<file path="config.mk">
export PLATFORM = sky130hd
export DESIGN_NAME = ssnk_ctrl
export DESIGN_NICKNAME = d
export VERILOG_FILES = /design/src/rtl/core/ssnk_pkg.sv /design/src/rtl/core/ssnk_ctrl.sv
export SDC_FILE = /design/constraint.sdc
export NUM_CORES = 1
export LEC_CHECK = 0
export ABC_AREA = 1
export BUFFER_PORTS_ARGS = -buffer_cell sky130_fd_sc_hd__clkbuf_2
export CAP_MARGIN = 20
export CORE_AREA = 2 2 39 41
export DETAILED_ROUTE_END_ITERATION = 16
export DIE_AREA = 0 0 41 43
export GPL_TIMING_DRIVEN = 0
export PLACE_DENSITY = 0.73
export SLEW_MARGIN = 0
export SYNTH_ARGS = -nofsm -noshare
export SYNTH_HDL_FRONTEND = slang
export SYNTH_SLANG_ARGS = --single-unit
export TNS_END_PERCENT = 20
</file>
<file path="constraint.sdc">
create_clock -name clk -period 1.58 [get_ports clk]
set_clock_uncertainty 0.15 [all_clocks]
set_input_delay 0 -clock clk [delete_from_list [all_inputs] [get_ports clk]]
set_output_delay 0 -clock clk [all_outputs]
set_load 0.01 [all_outputs]
</file>
<file path="src/rtl/core/ssnk_pkg.sv">
package ssnk_pkg;

  localparam int DEPTH_DEF = 1024;

  localparam logic [1:0] KIND_CLEAR  = 2'd0;
  localparam logic [1:0] KIND_APPEND = 2'd1;
  localparam logic [1:0] KIND_QUERY  = 2'd2;

  typedef struct packed {
    logic [1:0]         kind;
    logic signed [31:0] key;
    logic signed [31:0] sample_value;
  } in_req_t;

  typedef struct packed {
    logic               ok;
    logic [9:0]         nearest_index;
    logic signed [31:0] nearest_value;
    logic [10:0]        entry_count;
  } out_res_t;

  typedef struct packed {
    logic load;
    logic div_start;
    logic div_interval;
    logic rd_first;
    logic rd_last;
    logic rd_cur;
    logic rd_nxt;
    logic rd_val;
    logic wr;
    logic set_est;
    logic step;
    logic pick_nxt;
    logic clr;
    logic fin_interval;
    logic emit;
  } ssnk_cmd_t;

  typedef struct packed {
    logic [1:0] kind;
    logic       empty;
    logic       full;
    logic       key_gt_last;
    logic       multi;
    logic       interval_zero;
    logic       div_done;
    logic       up;
    logic       at_edge;
    logic       bracket;
    logic       nxt_nearer;
  } ssnk_sts_t;

endpackage

</file>
<file path="src/rtl/core/ssnk_ctrl.sv">
module ssnk_ctrl
  import ssnk_pkg::*;
(
  input  logic      clk,
  input  logic      rst_n,
  input  logic      start,
  output logic      busy,
  input  ssnk_sts_t sts,
  output ssnk_cmd_t cmd,
  output logic      out_valid
);

  localparam logic [3:0] S_IDLE  = 4'd0;
  localparam logic [3:0] S_DEC   = 4'd1;
  localparam logic [3:0] S_IDIV  = 4'd2;
  localparam logic [3:0] S_QDIV  = 4'd3;
  localparam logic [3:0] S_QRDC  = 4'd4;
  localparam logic [3:0] S_QDIR  = 4'd5;
  localparam logic [3:0] S_WRDN  = 4'd6;
  localparam logic [3:0] S_WRDC  = 4'd7;
  localparam logic [3:0] S_WCMP  = 4'd8;
  localparam logic [3:0] S_VAL   = 4'd9;
  localparam logic [3:0] S_VALW  = 4'd10;
  localparam logic [3:0] S_DONE  = 4'd11;
  localparam logic [3:0] S_IRD   = 4'd12;

  logic [3:0] st_r, st_nxt;

  always_comb begin
    st_nxt    = st_r;
    cmd       = '0;
    out_valid = 1'b0;
    case (st_r)
      S_IDLE: begin
        if (start) begin
          cmd.load = 1'b1;
          st_nxt   = S_DEC;
        end
      end
      S_DEC: begin
        if (sts.kind == KIND_CLEAR) begin
          cmd.clr = 1'b1;
          st_nxt  = S_DONE;
        end else if (sts.kind == KIND_APPEND) begin
          if (!sts.full && (sts.empty || sts.key_gt_last)) begin
            cmd.wr = 1'b1;
            st_nxt = S_IRD;
          end else begin
            st_nxt = S_DONE;
          end
        end else if (sts.kind == KIND_QUERY && !sts.empty) begin
          cmd.div_start = 1'b1;
          st_nxt        = S_QDIV;
        end else begin
          st_nxt = S_DONE;
        end
      end
      S_IRD: begin
        if (sts.multi) begin
          cmd.div_start    = 1'b1;
          cmd.div_interval = 1'b1;
          st_nxt           = S_IDIV;
        end else begin
          st_nxt = S_DONE;
        end
      end
      S_IDIV: begin
        if (sts.div_done) begin
          cmd.fin_interval = 1'b1;
          st_nxt           = S_DONE;
        end
      end
      S_QDIV: begin
        if (sts.div_done) begin
          cmd.set_est = 1'b1;
          st_nxt      = S_QRDC;
        end
      end
      S_QRDC: begin
        if (sts.interval_zero) begin
          st_nxt = S_VAL;
        end else begin
          st_nxt = S_QDIR;
        end
      end
      S_QDIR: begin
        cmd.rd_cur = 1'b1;
        st_nxt     = S_WRDN;
      end
      S_WRDN: begin
        if (sts.at_edge) begin
          st_nxt = S_VAL;
        end else begin
          cmd.rd_nxt = 1'b1;
          st_nxt     = S_WCMP;
        end
      end
      S_WCMP: begin
        if (!sts.bracket) begin
          cmd.step = 1'b1;
          st_nxt   = S_WRDC;
        end else begin
          if (sts.nxt_nearer) begin
            cmd.pick_nxt = 1'b1;
          end
          st_nxt = S_VAL;
        end
      end
      S_WRDC: begin
        st_nxt = S_WRDN;
      end
      S_VAL: begin
        st_nxt = S_VALW;
      end
      S_VALW: begin
        cmd.rd_val = 1'b1;
        st_nxt     = S_DONE;
      end
      S_DONE: begin
        out_valid = 1'b1;
        cmd.emit  = 1'b1;
        st_nxt    = S_IDLE;
      end
      default: begin
        st_nxt = S_IDLE;
      end
    endcase
  end

  always_ff @(posedge clk) begin
    if (!rst_n) begin
      st_r <= S_IDLE;
    end else begin
      st_r <= st_nxt;
    end
  end

  assign busy = (st_r != S_IDLE);

endmodule

</file>
; ---- Word level (Yosys, flattened, before mapping)
; Index checks and enable logic that the tools add are counted.
[op_classes]
muxes = 38
reduce_logical = 10
n_eq_ne = 17
[ops]
columns = op, n
row1 = one-hot mux 4 bit (11 select lines), 1
row2 = 2-to-1 mux 4 bit, 9
row3 = 2-to-1 mux 1 bit, 24
row4 = "equality test 4 bit, second input constant", 5
row5 = "equality test 4 x 3 -> 1 bit, second input constant", 4
row6 = "equality test 4 x 2 -> 1 bit, second input constant", 2
row7 = "!= test 2 bit, second input constant", 3
row8 = "equality test 4 x 1 -> 1 bit, second input constant", 1
row9 = zero test 4 bit, 1
row10 = 2-to-1 mux 2 bit, 2
row11 = nonzero test 4 bit, 1
row12 = 2-to-1 mux 3 bit, 1
row13 = AND reduction 3 bit, 1
row14 = "equality test 2 x 1 -> 1 bit, second input constant", 1
row15 = "equality test 2 bit, second input constant", 1
row16 = logical AND 1 bit, 2
row17 = zero test 1 bit, 2
row18 = zero test 2 bit, 1
row19 = one-hot mux 1 bit (2 select lines), 1
row20 = OR reduction 2 bit, 1
row21 = logical OR 1 bit, 1
[word_totals]
input_bits = 15
ff_bits = 4
output_inout_bits = 17
wordCells = 66

; ---- Longest topological paths before layout
; Gate-level depths: netlist (run 1).
[depth]
ltp_word = 6
mapped_depth = 8
ltp_nobuf = 8

; ---- Least setup slack after synthesis (run 1)
; OpenSTA, ideal clock, no wires.
[synth_timing]
path_type = reg-to-output
startpoint = register st_r[3]
endpoint = output cmd[0] (netlist name)
path_stages_with_launch = 6
path_buffers = 1
arrival_ns = 1.224
required_ns = 1.430
path_slack_ns = 0.206
cell_sequence = dfxtp_1 -> inv_2 -> nor2_2 -> inv_1 -> nor3_1 -> buf_4
[synth_via]
elab_chain_len = 2
[synth_lines]
columns = item, line_no
row1 = from (decl), ssnk_ctrl.sv:27  ; logic [3:0] st_r, st_nxt;
row2 = from (signal assigned), ssnk_ctrl.sv:134  ; st_r <= st_nxt;
row3 = equality test 4 bit, -
row4 = 2-to-1 mux 1 bit, -
row5 = to (decl), ssnk_ctrl.sv:9  ; output ssnk_cmd_t cmd,
; No other way between the ends.

==> qor.yml, run 1 <==
status: "completed"
finalCritPeriodShare_pct: 93.88
synth_top_area_share_pct: 15.61
multi_input_area_um2: 339.1
maxSlewViolCount: 0
drv_cap: 0
syn2layout_area_growth_pct: 43.90
layout-drive-gt1-share_pct: 41.60
synth_area_um2: 513.0
seqPwrFrac_pct: 20.2
critPathLaunch: "st_r[2]$_SDFFE_PN0P_"
grt_pass1_wl_um: 1966
instances_no_fill: 141
fin_nets: 142
wl_um: 1204
nFillCells: 152
hpwl_um: 993.9
layout_common_cells: "clkbuf_2 (27), nand2_1 (15), inv_1 (15)"
portBuffers: 28
layout_commonest_cell: "clkbuf_2"
pwr-share-comb_pct: 68.1
post_cts_buffers: 0
clockRootBuffer: "clkbuf_4"
seq_area_um2: 81.33
routedWlPerCell_um: 8.539
cts_made_buffers: 3
worstReg2RegStart: "st_r[1]$_SDFFE_PN0P_"
num_rows: 14
largest-register: "st_r"
p_sw_uw: 592.7
core_um2: 1384
clockPowerShare_pct: 11.7
cts.htree.levels: 1
rsz0062_at_grt: "true"
yosysTopAreaCell: "dfxtp_1"
overflow: 0
finalHoldViolCount: 0
hold_class: "input pin to flip-flop"
cts_tree: "built"
ant_nets: 0
vdd_ir_drop_max_mv: 0.6741
ff2ff_path_depth: 6
swShare_pct: 53.88
crit_fanout: 6
crit_path_end_kind: "primary output"
initial_core_util_pct: 37.07
yosys-top-cells-area: "dfxtp_1 (16%), inv_1 (11%), nand2_1 (11%)"
first_pass_iters: 3
power_leakage_uw: 0.0004261
power.internal_uw: 507.4
crit_path_end: "cmd[0]"
synth.distinct_cells: 22
power_uw: 1100
globalplace.congestion: 0.8448
drc: 0
dr_total_vias: 637
yosys_warnings: 0
grt_pass1_vias: 517
largestRegisters: "st_r (4)"
grt_usage_pct: 15.96
r2r_slack_ns: 0.17
dp.cells: 135
setup_tns_ns: 0
cts.sinks: 4
arrival_ns: 1.33
grt_max_degree: 10
cp_data_required_time_ns: 1.43
fin_crit_ns: 1.483
die_h_um: 43
yosys_register_bits: 4
avgViaCountPerCell: 4.518
finalSetupViolCount: 0
timing.fmax_mhz: 674.2
synth.avg_cell_area_um2: 5.700
drt_first_iter_violations: 9
crit_path_start_kind: "flip-flop"
antenna_found_initial: 0
die_area_um2: 1763
cellPowerDensity_nw_per_um2: 1490
clkTransAtPathRegs_ns: 0.04
cts.path.max_buffers: 2
critPathKind: "flip-flop to primary output"
worstReg2RegEnd: "st_r[0]$_SDFFE_PN0P_"
clk_latency_ns: 0.24
antenna_cells: 0
io_pins: 32
syn_inst: 90
seq_area_frac_synth_pct: 15.61
largest_reg_flops: 4
fp.dieW_um: 41
==> Yosys cell counts (all sizes together) <==
master  number
a21oi        3
buf          4
clkinv       1
conb         1
dfxtp        4
inv         19
nand2       17
nand3       12
nand4        2
nor2        17
nor3         5
nor4         1
o21ai        2
o21bai       1
o22ai        1
==> metrics by stage <==
| stage | worst slack [ns] | hold slack [ns] | utilization, % | area (um2) |
|---|---|---|---|---|
| 2_1_floorplan | 0.2063 | -0.1025 | - | 516.7 |
| 3_3_place_gp | 0.1722 | 0.09070 | 48.92 | 676.9 |
| 3_5_place_dp | 0.1478 | 0.09407 | 48.92 | 676.9 |
| 4_1_cts | 0.01973 | 0.04611 | 52.80 | 730.7 |
| 5_1_grt | -0.02338 | 0.07945 | 53.35 | 738.2 |
| 6_report | 0.09672 | 0.04296 | 53.35 | 738.2 |
==> power groups by stage <==
stage / logic [uW] / clock network (uW) / registers (uW)
floorplan: 561 / 0 / 207
global placement: 729 / 0 / 218
detailed placement: 733 / 0 / 219
CTS: 745 / 132 / 220
global route: 841 / 145 / 230
finish: 749 / 129 / 222
==> worst min-delay path by stage <==
stage                start                    to  cells past startpoint
floorplan           sts[2]                cmd[8]                      1
global placement    sts[2]                cmd[8]                      3
detailed placement  sts[2]                cmd[8]                      3
CTS                 sts[5]  st_r[2]$_SDFFE_PN0P_                      4
global route        sts[5]  st_r[3]$_SDFFE_PN0P_                      5
finish              sts[5]  st_r[2]$_SDFFE_PN0P_                      4
==> worst max-delay path, cell delays in order (launching register included) <==
cell and delay, ns:
dfxtp_1 0.39, nor2_2 0.23, inv_1 0.09, nor3_2 0.14
buf_4 0.13, clkbuf_2 0.11
==> area by class of cell <==
type                            count  share of cell area [%]
Buffer                              4                   4.068
Multi-Input combinational cell     63                   45.93
Timing Repair Buffer               31                   23.05
Clock buffer                        3                   3.051
Sequential cell                     4                   11.02
Inverter                           20                   10.17
Tap cell                           16                   2.712
==> repair_timing <==
item / CTS / global route
endpoints found under the hold margin: 4 / 0
hold buffers: 3 / 0
gates resized for setup: 1 / 3
setup endpoints to repair: 1 / 3
pin swaps: 0 / 0
==> logic make-up (layout without fill, tap and decap cells) <==
logic type / count (synthesis) / count (layout) / share of synthesized area [%]
AND/OR/NAND/NOR: 54 / 54 / 54.88
flip-flops: 4 / 4 / 15.61
AO/OA/AOI/OAI: 7 / 7 / 8.293
buffers and inverters: 24 / 58 / 20.49
other: 1 / 2 / 0.7310
==> metal layers <==
layer | up-vias | global-route usage (%) | wire (um)
li1 | 350 | - | -
met1 | 261 | 20.90 | 562
met3 | 2 | 4.712 | 69
met5 | - | 0 | 0
met4 | 0 | 6.000 | 16
met2 | 24 | 23.75 | 556
Note: power is estimated with default switching activity, not from simulation.
==> run 2: changes to the inputs <==
--- a/config.mk
+++ b/config.mk
@@ -12,7 +12,7 @@
 export DETAILED_ROUTE_END_ITERATION = 16
 export DIE_AREA = 0 0 41 43
 export GPL_TIMING_DRIVEN = 0
-export PLACE_DENSITY = 0.73
+export PLACE_DENSITY_LB_ADDON = 0.25
 export SLEW_MARGIN = 0
 export SYNTH_ARGS = -nofsm -noshare
 export SYNTH_HDL_FRONTEND = slang
==> qor.yml, run 2 (synthesis results as in run 1) <==
status: "completed"  # unchanged
grt_usage_pct: 15.76  # was 15.96%
finalHoldViolCount: 0  # unchanged
clkTransAtPathRegs_ns: 0.04  # about the same
routedWlPerCell_um: 8.489  # was 8.539 um
dpl_cell_area_um2: 676.9  # unchanged
r2r_slack_ns: 0.17  # about the same
globalplace.congestion: 0.7727  # was 0.8448
nFillCells: 147  # was 152
cellPowerDensity_nw_per_um2: 1486  # was 1490 nW/um2
antenna_cells: 0  # unchanged
num_rows: 14  # unchanged
finalCritPeriodShare_pct: 91.09  # was 93.88%
die_area_um2: 1763  # unchanged
drc: 0  # unchanged
avgViaCountPerCell: 4.433  # was 4.518
syn2layout_area_growth_pct: 46.59  # was 43.90%
seqPwrFrac_pct: 20.7  # was 20.2%
ant_nets: 0  # unchanged
cts_made_buffers: 3  # unchanged
drt_first_iter_violations: 11  # was 9
power.internal_uw: 517.3  # was 507.4 uW
ff2ff_path_depth: 6  # unchanged
wl_um: 1197  # was 1204 um
fin_crit_ns: 1.439  # was 1.483 ns
crit_fanout: 9  # was 6
crit_buf_inv: 4  # was 3
initial_core_util_pct: 37.07  # unchanged
crit_path_end_kind: "primary output"  # unchanged
rsz0062_at_grt: "false"  # was true
io_pins: 32  # unchanged
crit_path_max_incr_delay_ns: 0.30  # was 0.39 ns
core_um2: 1384  # unchanged
fin_nets: 142  # unchanged
pwr-share-comb_pct: 68.1  # about the same
clk_latency_ns: 0.23  # was 0.24 ns
critPathKind: "flip-flop to primary output"  # unchanged
cp_data_required_time_ns: 1.43  # about the same
whs_path_depth: 5  # was 4
largestRegisters: "st_r (4)"  # unchanged
layout-drive-gt1-share_pct: 44.00  # was 41.60%
worstReg2RegEnd: "st_r[0]$_SDFFE_PN0P_"  # unchanged
timing.fmax_mhz: 694.8  # was 674.2 MHz
clockPowerShare_pct: 11.2  # was 11.7%
crit_chain: "buf_4, inv_1, nor2_2, inv_1, nor4_2, clkbuf_2"  # was nor2_2, inv_1, nor3_2, buf_4, clkbuf_2
drv_cap: 0  # unchanged
antenna_found_initial: 0  # unchanged
first_pass_iters: 4  # was 3
crit_path_start_kind: "flip-flop"  # unchanged
worstReg2RegStart: "st_r[1]$_SDFFE_PN0P_"  # unchanged
cts_tree: "built"  # unchanged
design_area_um2: 752.0  # was 738.2 um2
layout_common_cells: "clkbuf_2 (28), nand2_1 (15), inv_1 (15)"  # was clkbuf_2 (27), nand2_1 (15), inv_1 (15)
power_leakage_uw: 0.0004271  # was 0.0004261 uW
finalSetupViolCount: 0  # unchanged
cp_common_cell: "inv_1"
grt_max_degree: 10  # unchanged
swShare_pct: 53.70  # was 53.88%
post_cts_buffers: 0  # unchanged
min_to: "st_r[3]$_SDFFE_PN0P_"  # was st_r[2]$_SDFFE_PN0P_
arrival_ns: 1.29  # was 1.33 ns
setup_tns_ns: 0  # unchanged
cp_top_family: "buffers and inverters"  # was flip-flops
fp.dieW_um: 41  # unchanged
crit_slowest_cell: "dfxtp_1"  # unchanged
hold_class: "input pin to flip-flop"  # unchanged
maxSlewViolCount: 0  # unchanged
portBuffers: 28  # unchanged
largest-register: "st_r"  # unchanged
die_h_um: 43  # unchanged
hpwl_um: 998.4  # was 993.9 um
grt_pass1_vias: 535  # was 517
vdd_ir_drop_max_mv: 0.8477  # was 0.6741 mV
min_from: "sts[5]"  # unchanged
clockRootBuffer: "clkbuf_4"  # unchanged
p_sw_uw: 599.8  # was 592.7 uW
layout_commonest_cell: "clkbuf_2"  # unchanged
cts.path.max_buffers: 2  # unchanged
cts.htree.levels: 1  # unchanged
overflow: 0  # unchanged
grt_pass1_wl_um: 1987  # was 1966 um
dr_total_vias: 625  # was 637
cts.sinks: 4  # unchanged
largest_reg_flops: 4  # unchanged
## run 2: cell types whose count changed in the layout (fill, tap and decap cells not counted)
cell,previous run,this run
dfxtp_1,3,1
nor4_2,0,1
clkbuf_2,27,28
buf_2,1,0
nor2_2,3,2
nor4_1,1,0
dfxtp_2,1,3
nor2_4,4,5
## run 2: how the worst max path moves through the flow
stage | start | slack [ns] | to | depth (start not counted)
after floorplan | st_r[3]$_SDFFE_PN0P_ | 0.21 | cmd[0] | 5
after global placement | st_r[1]$_SDFFE_PN0P_ | 0.18 | st_r[0]$_SDFFE_PN0P_ | 6
after detailed placement | st_r[1]$_SDFFE_PN0P_ | 0.18 | st_r[0]$_SDFFE_PN0P_ | 6
after CTS | st_r[3]$_SDFFE_PN0P_ | 0.03 | cmd[0] | 6
after global routing | st_r[1]$_SDFFE_PN0P_ | 0.02 | cmd[1] | 6
final | st_r[1]$_SDFFE_PN0P_ | 0.14 | cmd[1] | 6
## run 2: final cells by class
type,count,area [um2],area share (%)
Timing Repair Buffer,31,170.2,22.63
Sequential cell,4,83.83,11.15
Buffer,4,30.03,3.993
Inverter,20,75.07,9.983
Tap cell,16,20.02,2.662
Multi-Input combinational cell,63,350.3,46.59
Clock buffer,3,22.52,2.995
## run 2: repair_timing
action	4_1_cts	5_1_grt
gates resized for setup	1	6
hold buffers	3	0
cloned	0	0
endpoints found under the hold margin	4	0
endpoints found under the setup margin	1	2
## run 2: metal layers
metal  track usage (%)  part of all wire (%)
met1             20.90                    45
met2             25.00                    50
met3             3.141                   5.3
met4             4.000                     0
met5                 0                     0
## run 2: worst register-to-register path, delay by kind of cell (launching register included)
family / cells / cell delay, ns
AOI/OAI and AO/OA: 3 / 0.38
buffers and inverters: 1 / 0.17
DFF: 1 / 0.29
and+or+nand+nor: 2 / 0.30
## run 2: power by group through the flow
stage	sequential [uW]	clock (uW)	combinational [uW]
2_1_floorplan	207	0	561
3_3_place_gp	215	0	730
3_5_place_dp	218	0	729
4_1_cts	219	130	740
5_1_grt	239	132	853
6_report	231	125	761
## run 2: through the flow
| stage | util [%] | hold WS [ns] | total power [uW] | worst slack (ns) | cells |
|---|---|---|---|---|---|
| global route | 54.34 | 0.09441 | 1224 | 0.02092 | 141 |
| CTS | 52.80 | 0.04531 | 1089 | 0.03190 | 141 |
| global placement | 48.92 | 0.09187 | 945.0 | 0.1786 | 135 |
| finish | 54.34 | 0.05325 | 1117 | 0.1408 | 141 |
| floorplan | - | -0.1025 | 767.8 | 0.2063 | 91 |
| detailed placement | 48.92 | 0.09142 | 946.8 | 0.1790 | 135 |
